--- src/rtl/mcof_pkg.sv ---
// package for the multi-channel overwrite fifo
// holds the item structs, operation and status codes and parameter defaults
// no dependencies
`timescale 1ns / 1ps

package mcof_pkg;

  localparam int NUM_CHANNELS_DEF  = 4;
  localparam int CHANNEL_DEPTH_DEF = 16;
  localparam int WORD_WIDTH_DEF    = 32;

  // address bus width wide enough for the largest store (64 channels x 1024 words)
  localparam int MEM_ADDR_W = 16;

  localparam logic [1:0] KIND_INIT  = 2'd0;
  localparam logic [1:0] KIND_READ  = 2'd1;
  localparam logic [1:0] KIND_WRITE = 2'd2;

  localparam logic [1:0] ST_OK        = 2'd0;
  localparam logic [1:0] ST_BAD_INDEX = 2'd1;
  localparam logic [1:0] ST_OVERWRITE = 2'd2;
  localparam logic [1:0] ST_EMPTY     = 2'd3;

  typedef struct packed {
    logic [1:0]  kind;
    logic [7:0]  chan_idx;
    logic [31:0] write_data;
  } in_item_t;

  typedef struct packed {
    logic [1:0]  status;
    logic [31:0] read_data;
    logic [4:0]  fill_level;
    logic [31:0] lost_count;
  } out_item_t;

  // result of the channel update, read data joins later from the store
  typedef struct packed {
    logic [1:0]  status;
    logic [4:0]  fill_level;
    logic [31:0] lost_count;
    logic        rd_ok;
  } mcof_res_t;

  typedef struct packed {
    logic                  wr_en;
    logic                  rd_en;
    logic [MEM_ADDR_W-1:0] addr;
    logic [31:0]           wdata;
  } mcof_mem_req_t;

endpackage

--- src/rtl/mcof_ram.sv ---
// generic single-port ram with registered read
// no dependencies
`timescale 1ns / 1ps

module mcof_ram #(
  parameter int WIDTH = 32,
  parameter int DEPTH = 64,
  parameter int AW    = (DEPTH > 1) ? $clog2(DEPTH) : 1
) (
  input  logic             clk,
  input  logic             we,
  input  logic             re,
  input  logic [AW-1:0]    addr,
  input  logic [WIDTH-1:0] wdata,
  output logic [WIDTH-1:0] rdata
);

  logic [WIDTH-1:0] mem [DEPTH];
  logic [WIDTH-1:0] rdata_r;

  always_ff @(posedge clk) begin
    if (we) begin
      mem[addr] <= wdata;
    end
    if (re) begin
      rdata_r <= mem[addr];
    end
  end

  assign rdata = rdata_r;

endmodule

--- src/rtl/mcof_chan_ctrl.sv ---
// per-channel head, tail, fill count and lost counter with the update logic
// depends on mcof_pkg
`timescale 1ns / 1ps

module mcof_chan_ctrl #(
  parameter int NUM_CHANNELS  = mcof_pkg::NUM_CHANNELS_DEF,
  parameter int CHANNEL_DEPTH = mcof_pkg::CHANNEL_DEPTH_DEF
) (
  input  logic                   clk,
  input  logic                   rst_n,
  input  logic                   in_valid,
  input  mcof_pkg::in_item_t     in_item,
  output mcof_pkg::mcof_res_t    res,
  output mcof_pkg::mcof_mem_req_t mem_req
);
  import mcof_pkg::*;

  localparam int CH_W  = (NUM_CHANNELS > 1) ? $clog2(NUM_CHANNELS) : 1;
  localparam int PTR_W = $clog2(CHANNEL_DEPTH);
  localparam int CNT_W = $clog2(CHANNEL_DEPTH + 1);

  logic [PTR_W-1:0] head_r [NUM_CHANNELS];
  logic [PTR_W-1:0] tail_r [NUM_CHANNELS];
  logic [CNT_W-1:0] cnt_r  [NUM_CHANNELS];
  logic [31:0]      lost_r [NUM_CHANNELS];

  logic [PTR_W-1:0] head_nxt, tail_nxt, cur_head, cur_tail;
  logic [CNT_W-1:0] cnt_nxt, cur_cnt;
  logic [31:0]      lost_nxt, cur_lost;
  logic [CH_W-1:0]  ch;
  logic             bad_idx;
  logic             upd;

  function automatic logic [PTR_W-1:0] ptr_inc(input logic [PTR_W-1:0] p);
    ptr_inc = (p == PTR_W'(CHANNEL_DEPTH - 1)) ? '0 : p + 1'b1;
  endfunction

  function automatic logic [MEM_ADDR_W-1:0] slot_addr(input logic [CH_W-1:0] c,
                                                      input logic [PTR_W-1:0] p);
    slot_addr = MEM_ADDR_W'(c) * MEM_ADDR_W'(CHANNEL_DEPTH) + MEM_ADDR_W'(p);
  endfunction

  assign bad_idx  = {1'b0, in_item.chan_idx} >= 9'(NUM_CHANNELS);
  assign ch       = in_item.chan_idx[CH_W-1:0];
  assign cur_head = head_r[ch];
  assign cur_tail = tail_r[ch];
  assign cur_cnt  = cnt_r[ch];
  assign cur_lost = lost_r[ch];

  always_comb begin
    head_nxt      = cur_head;
    tail_nxt      = cur_tail;
    cnt_nxt       = cur_cnt;
    lost_nxt      = cur_lost;
    res.status    = ST_OK;
    res.rd_ok     = 1'b0;
    mem_req.wr_en = 1'b0;
    mem_req.rd_en = 1'b0;
    mem_req.addr  = slot_addr(ch, cur_head);
    mem_req.wdata = in_item.write_data;
    upd           = in_valid && !bad_idx;

    case (in_item.kind)
      KIND_INIT: begin
        head_nxt = '0;
        tail_nxt = '0;
        cnt_nxt  = '0;
        lost_nxt = '0;
      end
      KIND_READ: begin
        if (cur_cnt == '0) begin
          res.status = ST_EMPTY;
        end else begin
          mem_req.rd_en = upd;
          res.rd_ok     = 1'b1;
          head_nxt      = ptr_inc(cur_head);
          cnt_nxt       = cur_cnt - 1'b1;
        end
      end
      KIND_WRITE: begin
        mem_req.wr_en = upd;
        mem_req.addr  = slot_addr(ch, cur_tail);
        tail_nxt      = ptr_inc(cur_tail);
        if (cur_cnt >= CNT_W'(CHANNEL_DEPTH)) begin
          // full: oldest word goes, head follows the tail
          lost_nxt   = cur_lost + 32'd1;
          head_nxt   = ptr_inc(cur_head);
          res.status = ST_OVERWRITE;
        end else begin
          cnt_nxt = cur_cnt + 1'b1;
        end
      end
      default: begin
      end
    endcase

    res.fill_level = 5'(cnt_nxt);
    res.lost_count = lost_nxt;
    if (bad_idx) begin
      res.status     = ST_BAD_INDEX;
      res.fill_level = '0;
      res.lost_count = '0;
      res.rd_ok      = 1'b0;
    end
  end

  always_ff @(posedge clk) begin
    if (!rst_n) begin
      for (int i = 0; i < NUM_CHANNELS; i++) begin
        head_r[i] <= '0;
        tail_r[i] <= '0;
        cnt_r[i]  <= '0;
        lost_r[i] <= '0;
      end
    end else if (upd) begin
      head_r[ch] <= head_nxt;
      tail_r[ch] <= tail_nxt;
      cnt_r[ch]  <= cnt_nxt;
      lost_r[ch] <= lost_nxt;
    end
  end

  a_cnt_bound: assert property (@(posedge clk) disable iff (!rst_n)
    in_valid && !bad_idx |-> cur_cnt <= CNT_W'(CHANNEL_DEPTH))
    else $error("channel fill count above depth");

  a_ovw_full: assert property (@(posedge clk) disable iff (!rst_n)
    in_valid && res.status == ST_OVERWRITE |-> cur_cnt == CNT_W'(CHANNEL_DEPTH))
    else $error("overwrite reported on a channel that is not full");

  a_single_access: assert property (@(posedge clk) disable iff (!rst_n)
    !(mem_req.wr_en && mem_req.rd_en))
    else $error("store read and written by one item");

  a_empty_keeps: assert property (@(posedge clk) disable iff (!rst_n)
    in_valid && res.status == ST_EMPTY |-> cnt_nxt == cur_cnt && head_nxt == cur_head)
    else $error("read on empty changed the channel");

endmodule

--- src/rtl/multi_channel_overwrite_fifo.sv ---
// multi-channel overwrite fifo: a bank of ring buffers that share one word store.
// An item (kind, chan_idx, write_data) is taken at a rising edge with start high
// and busy low. busy is never raised, so one item can be taken in every cycle.
// kind init clears the channel, read pops the oldest word, write appends a word;
// a write to a full channel replaces the oldest word and bumps the lost counter.
// Each item gives exactly one result on out_item, marked by out_valid for one cycle,
// after the input register and then the result register and the registered read port
// of the word store. The receiver cannot stall; results come in item order at one
// per cycle, the rate set by the single port of the word store and the registered
// pointer update of the selected channel.
// Reset (rst_n low, synchronous) empties every channel and zeroes all lost counters;
// the word store itself is not cleared, and a word is only read after it is written.
// Channel numbers at or above the channel count return bad-index status and change
// nothing. Depends on mcof_pkg, mcof_chan_ctrl and mcof_ram.
`timescale 1ns / 1ps

module multi_channel_overwrite_fifo #(
  parameter int NUM_CHANNELS  = mcof_pkg::NUM_CHANNELS_DEF,
  parameter int CHANNEL_DEPTH = mcof_pkg::CHANNEL_DEPTH_DEF,
  parameter int WORD_WIDTH    = mcof_pkg::WORD_WIDTH_DEF
) (
  input  logic                clk,
  input  logic                rst_n,
  input  logic                start,
  output logic                busy,
  input  mcof_pkg::in_item_t  in_item,
  output logic                out_valid,
  output mcof_pkg::out_item_t out_item
);
  import mcof_pkg::*;

  localparam int STORE_WORDS = NUM_CHANNELS * CHANNEL_DEPTH;
  localparam int AW          = (STORE_WORDS > 1) ? $clog2(STORE_WORDS) : 1;

  logic            in_valid_r;
  in_item_t        in_item_r;
  mcof_res_t       res;
  mcof_res_t       res_r;
  mcof_mem_req_t   mem_req;
  logic            out_valid_r;
  logic [WORD_WIDTH-1:0] rdata;

  assign busy = 1'b0;

  always_ff @(posedge clk) begin
    if (!rst_n) begin
      in_valid_r  <= 1'b0;
      out_valid_r <= 1'b0;
    end else begin
      in_valid_r  <= start && !busy;
      out_valid_r <= in_valid_r;
    end
  end

  always_ff @(posedge clk) begin
    in_item_r <= in_item;
    res_r     <= res;
  end

  mcof_chan_ctrl #(
    .NUM_CHANNELS (NUM_CHANNELS),
    .CHANNEL_DEPTH(CHANNEL_DEPTH)
  ) u_chan_ctrl (
    .clk     (clk),
    .rst_n   (rst_n),
    .in_valid(in_valid_r),
    .in_item (in_item_r),
    .res     (res),
    .mem_req (mem_req)
  );

  mcof_ram #(
    .WIDTH(WORD_WIDTH),
    .DEPTH(STORE_WORDS),
    .AW   (AW)
  ) u_word_store (
    .clk  (clk),
    .we   (mem_req.wr_en),
    .re   (mem_req.rd_en),
    .addr (AW'(mem_req.addr)),
    .wdata(WORD_WIDTH'(mem_req.wdata)),
    .rdata(rdata)
  );

  assign out_valid           = out_valid_r;
  assign out_item.status     = res_r.status;
  assign out_item.read_data  = res_r.rd_ok ? 32'(rdata) : 32'd0;
  assign out_item.fill_level = res_r.fill_level;
  assign out_item.lost_count = res_r.lost_count;

  a_two_cycle: assert property (@(posedge clk) disable iff (!rst_n)
    start |=> ##1 out_valid)
    else $error("item did not give a result two cycles later");

  a_rd_data_zero: assert property (@(posedge clk) disable iff (!rst_n)
    out_valid && out_item.status != ST_OK |-> out_item.read_data == 32'd0)
    else $error("read data on a result that is not a good read");

endmodule

--- config.mk ---
export PLATFORM = sky130hd
export DESIGN_NAME = multi_channel_overwrite_fifo
export DESIGN_NICKNAME = d
export VERILOG_FILES = /design/src/rtl/mcof_pkg.sv /design/src/rtl/mcof_ram.sv /design/src/rtl/mcof_chan_ctrl.sv /design/src/rtl/multi_channel_overwrite_fifo.sv
export SDC_FILE = /design/constraint.sdc
export NUM_CORES = 2
export LEC_CHECK = 0
export ABC_AREA = 1
export BUFFER_PORTS_ARGS = -buffer_cell sky130_fd_sc_hd__buf_2
export CAP_MARGIN = 20
export CORE_MARGIN = 2
export CORE_UTILIZATION = 47
export DETAILED_ROUTE_END_ITERATION = 8
export GPL_TIMING_DRIVEN = 0
export MAX_ROUTING_LAYER = met4
export PLACE_DENSITY_LB_ADDON = 0.2
export SYNTH_ARGS = -nofsm -noshare
export SYNTH_HDL_FRONTEND = slang
export SYNTH_HIERARCHICAL = 1
export SYNTH_SLANG_ARGS = --single-unit
--- constraint.sdc ---
create_clock -name clk -period 8.31 [get_ports clk]
set_clock_uncertainty 0.05 [all_clocks]
set_input_delay 1.662 -clock clk [delete_from_list [all_inputs] [get_ports clk]]
set_output_delay 1.662 -clock clk [all_outputs]
set_load 0.02 [all_outputs]
# Word-level counts from Yosys, hierarchy flattened

Memory sizes are Yosys's and may differ from the RTL's. A register that Yosys moved wholly into a read port is not among the register bits.
Cells that the tools add are included.

Input port bits: 45
Register bits: 84
Logic and storage cells: 75
Memories: 5
Memory bits (writable): 2228
Output and inout bits: 73

Memory list:

| name               | words | width | read ports | clocked after memory_dff | wr ports | RTL line             | RTL |
|---|---|---|---|---|---|---|---|
| u_word_store.mem   | 64    | 32    | 1          | 1                        | 1        | mcof_ram.sv:18       | `logic [WIDTH-1:0] mem [DEPTH];` |
| u_chan_ctrl.lost_r | 4     | 32    | 1          | 1                        | 4        | mcof_chan_ctrl.sv:25 | `logic [31:0] lost_r [NUM_CHANNELS];` |
| u_chan_ctrl.cnt_r  | 4     | 5     | 1          | 1                        | 4        | mcof_chan_ctrl.sv:24 | `logic [CNT_W-1:0] cnt_r [NUM_CHANNELS];` |
| u_chan_ctrl.head_r | 4     | 4     | 1          | 1                        | 4        | mcof_chan_ctrl.sv:22 | `logic [PTR_W-1:0] head_r [NUM_CHANNELS];` |
| u_chan_ctrl.tail_r | 4     | 4     | 1          | 1                        | 4        | mcof_chan_ctrl.sv:23 | `logic [PTR_W-1:0] tail_r [NUM_CHANNELS];` |

Equal/unequal tests: 4
Magnitude comparators: 2
Reductions and logical operators: 9
$add $sub $neg: 7
Muxes and demuxes: 38
Bitwise gates (word level): 1

Operators with widths:

| operator                                                              | number |
|---|---|
| 32-bit 2-to-1 mux                                                     | 3 |
| 32-bit case mux with 2 select lines                                   | 1 |
| 32-bit by 1-bit adder with 32-bit output, second input constant       | 1 |
| 32-bit OR reduction                                                   | 1 |
| 4-bit 2-to-1 mux                                                      | 6 |
| 5-bit 2-to-1 mux                                                      | 3 |
| 5-bit case mux with 3 select lines                                    | 1 |
| 1-bit 2-to-1 mux                                                      | 14 |
| 6-bit by 4-bit adder with 6-bit output                                | 2 |
| 2-bit 2-to-1 mux                                                      | 6 |
| 4-bit case mux with 3 select lines                                    | 1 |
| 4-bit by 1-bit adder with 4-bit output, second input constant         | 2 |
| 4-bit == test, second input constant                                  | 2 |
| 8-bit by 3-bit >= comparator with 1-bit output, second input constant | 1 |
| 4-bit case mux with 2 select lines                                    | 1 |
| 4-bit OR reduction                                                    | 2 |
| 6-bit 2-to-1 mux                                                      | 1 |
| 5-bit by 1-bit adder with 5-bit output, second input constant         | 1 |
| 5-bit >= comparator, second input constant                            | 1 |
| 5-bit logical NOT                                                     | 1 |
| 5-bit OR reduction                                                    | 1 |
| 5-bit by 1-bit subtractor with 5-bit output, second input constant    | 1 |
| 2-bit case mux with 2 select lines                                    | 1 |
| 2-bit by 1-bit == test with 1-bit output, second input constant       | 1 |
| other kinds (6)                                                       | 6 |

# Longest topological paths before layout

Depth after elaboration: 8
Depth in mapped cells: 24
Gate-level depth less buffers: 16

# Modules after synthesis

The synthesis kept the hierarchy.

Modules (own cells, without submodules):

| module                       | cells an instance | instances | area an instance (um^2) |
|---|---|---|---|
| mcof_ram                     | 8440              | 1         | 86823.3 |
| mcof_chan_ctrl               | 1262              | 1         | 10572.6 |
| multi_channel_overwrite_fifo | 196               | 1         | 2274.7 |

# Least setup slack after synthesis

No wires, ideal clock.

Path kind: register -> register
Start point: register in_item_r[32] (netlist name)
End point: memory u_word_store.mem[41][0], enable pin
Required time: 7.758 ns
Data arrival time: 5.395 ns
Period minus slack after synthesis: 5.947 ns
Cell stages (with the launch flop): 13
Path slack: 2.363 ns
Path through: dfxtp_1 -> buf_6 -> inv_6 -> buf_4 -> buf_4 -> buf_4 -> nand2_1 -> a32o_1 -> o21ai_0 -> inv_2 -> nor3_2 -> inv_2 -> nor4_1

Cells in the longest elaborated chain, start to end: 6
Elaborated cells between the ends (all ways): 9
Those cells by class: 2 x add/sub; 1 x order compare; 4 x mux; 2 x reduce/logical

Ends and longest elaborated chain:

| item                                           | RTL line                           | RTL |
|---|---|---|
| from (decl)                                    | multi_channel_overwrite_fifo.sv:36 | `in_item_t in_item_r;` |
| from (signal assigned)                         | multi_channel_overwrite_fifo.sv:56 | `in_item_r <= in_item;` |
| 8-bit by 3-bit >= comparator with 1-bit output | mcof_chan_ctrl.sv:43               | `assign bad_idx = {1'b0, in_item.chan_idx} >= 9'(NUM_CHANNELS);` |
| 1-bit logical NOT                              | mcof_chan_ctrl.sv:61               | `upd = in_valid && !bad_idx;` |
| 1-bit logical AND                              | mcof_chan_ctrl.sv:61               |  |
| 1-bit 2-to-1 mux                               | mcof_chan_ctrl.sv:63               | `case (in_item.kind)` |
| 1-bit 2-to-1 mux                               | mcof_ram.sv:22                     | `if (we) begin` |
| 1-bit 2-to-1 mux (implied by the code)         | mcof_ram.sv:23                     | `mem[addr] <= wdata;` |
| to (decl)                                      | mcof_ram.sv:18                     |  |

Several ways; a longest one is shown, not always the timed one.

# Worst setup path in the final report

Start point: register in_item_r[33] (netlist name)
End point: memory u_word_store.mem[10][18], enable pin

Same word-level chain as after synthesis.

==> run summary <==
Buffers added to address setup during post-CTS repair amount to 0. Clock-pin slew was measured on the worst setup and hold paths at 0.06 ns. Start-to-end type of the worst setup path: flip-flop to flip-flop. The flow ran to the end, and the final reports show no timing, DRC or antenna violations. The area growth from synthesis to final layout was 14.2%; the number of stages on the worst hold path was 2. Number of cells in the design after placement: 12897. The final global-route overflow total came out at 0. The initial antenna violation count was 20; the source-to-sink clock delay at the later pin of the worst-skew pair was 0.90 ns. The combined global-route utilization of all metal layers was 0.298; the number of buffer cells added on primary ports was 116.

After layout, the minimum clock period comes to 6.37 ns. The routed via count divided by cell count was 5.34; the worst slack at placement was 2.19 ns. The sort of element at the start of the critical path is a flip-flop. Summed over all layers, the routed wires come to 317 mm.

The via count of the first global-routing pass is 66095, and the relative slew slack is 0.163. For the worst flop-to-flop path, the logic depth is 14. For the pin with the worst max-slew slack, the measured transition is 1.26 ns. The count of nets left with antenna violations once routing finished came out at 0. The largest vdd supply drop is 0.244 mV. The worst hold path begins at in_valid_r. Fill cells in the final layout number 18336. The tools report the number of placed I/O pins as 118. Entering global routing, the biggest net connects 65 pins.

The die is 464 um tall. The first global-routing pass estimated 452 mm of wire. For the number of buffers inserted by hold repair at cts, the log shows 0. The area of the mapped netlist is 0.0996 sq mm.

TritonCTS built the clock tree. The run gives 157 MHz as the highest achievable clock rate. Averaged over all synthesized cells, the footprint is 10.1 sq um. For the detailed placement HPWL, the log shows 212 mm.

For flop-to-flop paths, the worst setup slack is 1.94 ns. At the end of routability-driven placement, the weighted congestion stood at 1.09. In this run the worst path has a maximum fanout of 18.

From left edge to right edge, the die measures 464 um. The number of clock buffers added by TritonCTS is 236. The worst min-delay path category is flip-flop to flip-flop. When the netlist entered floorplanning its net count stood at 9941. The tools report the clock root buffer as clkbuf_16. The logs give 0 for the total of cells resized after clock tree synthesis and 9091 for the violation count after the first detailed-routing iteration. The region available for standard cell placement spans 0.210 sq mm. The critical path required time was 8.81 ns; the power density over cell area was 233 mW/mm^2. Counting every instance in the synthesized netlist gives 9887.

The number of iterations in the first detailed-routing pass was 6. The total design power is 0.0265 W. The logs give 71303 for the count of vias placed by the detailed router and 2344 for the number of sinks on the clock net. For the number of hold violations in the final report, the log shows 0. The startpoint of the worst setup timing path is in_item_r[33]. The tool flagged a number of max-cap violations equal to 0. Data arrives at the worst endpoint at 6.87 ns.

The worst register-to-register path begins at in_item_r[33]. The tools report the number of placement rows as 168. Setup repair after global routing left no endpoint under its margin. Across all setup checks in the final design, the least slack found is 1.94 ns. The tools report the capturing point of the worst reg2reg path as u_word_store/mem[10][18].

The layout cell share with drive strength beyond 1 is 0.104. The number of warnings reported in the yosys synthesis log came out at 6. Period utilization: 0.767. The net count of the finished layout is 10388. The final-report setup violation count was 0; the max-slew violation count was 0.

The hold path endpoint was out_valid. The floorplan step defined a die boundary enclosing 0.216 sq mm. The remaining routing DRC violations was 0. The worst setup path is captured at a flip-flop. The logs give 0.474 for the initial core utilization and 13348 for the count of placed standard cells in the final layout, fillers left out. The maximum level of the CTS H-tree is 4, and the final worst hold slack is 0.388 ns. The clock passes through at most 3 buffers. The total leakage power was 47.7 nW; the routed wire length per instance was 23.8 um.
power by group:
group,total (W),switching (W),leakage [nW],internal [W]
logic,0.00300,0.00232,22.7,0.000677
clock network,0.0105,0.00456,3.75,0.00596
registers,0.0130,0.0000148,21.2,0.0130
cells in the final DEF, fill, tap and decap left out, types with 23 or more instances in the layout:
cell type,n
buf_16,24
nor3_1,24
nand3_1,125
inv_1,156
clkinv_2,50
buf_4,104
clkbuf_16,240
dfxtp_1,84
o21ai_0,34
buf_1,28
clkinv_1,54
nor2_1,304
clkbuf_1,201
buf_12,45
nand2_1,6082
inv_2,24
buf_6,23
edfxtp_1,2260
buf_2,373
nor2_4,65
layout make-up:
class / instances / area (sq um) / share of cell area
Timing Repair Buffer: 209 / 2410 / 0.0212
Tap cell: 2805 / 3510 / 0.0309
Sequential cell: 2344 / 69500 / 0.612
Antenna cell: 7 / 17.5 / 0.000154
Multi-Input combinational cell: 6801 / 26900 / 0.237
Clock buffer: 296 / 6310 / 0.0555
Inverter: 184 / 696 / 0.00612
Clock inverter: 144 / 1370 / 0.0120
Buffer: 558 / 2930 / 0.0258
worst max-delay path by stage:
stage	endpoint	slack, ns	cells past startpoint
after floorplan	u_word_store/mem[41][0]	2.36	12
after global placement	u_word_store/mem[40][9]	-1.59	11
after detailed placement	u_word_store/mem[58][16]	2.19	14
after CTS	u_word_store/mem[10][19]	2.15	14
after global routing	u_word_store/mem[10][20]	1.91	14
final	u_word_store/mem[10][18]	1.94	14
state kept, by name, summed over array words and instances (netlist names):
register	cells
u_word_store/mem	2048
in_item_r	42
res_r	1
out_valid	1
out_item	39
u_chan_ctrl/head_r	16
in_valid_r	1
u_word_store/rdata	32
u_chan_ctrl/tail_r	16
u_chan_ctrl/lost_r	128
u_chan_ctrl/cnt_r	20
metal layers:
metal,vias up,part of all wire,GRT usage
met3,557,0.096,0.0538
met1,34550,0.41,0.401
met5,-,0,-
met4,0,0.049,0.130
met2,3410,0.45,0.447
li1,32786,-,-
metrics by stage:
step / TNS [ns] / utilization / area [sq um]
after floorplan: 0 / - / 99600
after global placement: -134.39 / 0.493 / 104000
after detailed placement: 0 / 0.504 / 106000
after CTS: 0 / 0.541 / 114000
after global routing: 0 / 0.541 / 114000
final: 0 / 0.541 / 114000
worst max-delay path: stages, from the launching register on:
cell and delay, ns:
dfxtp_1 0.56, buf_4 0.29, buf_2 0.31, buf_4 0.27
o21ai_0 0.11, o22ai_1 0.38, nand2_1 0.08, o21ai_0 0.16
buf_2 0.29, inv_2 0.27, buf_2 0.47, nor2_1 0.57
nand3_1 0.91, nor2_4 1.01, buf_16 0.24
Note: power is estimated with default switching activity, not from simulation.
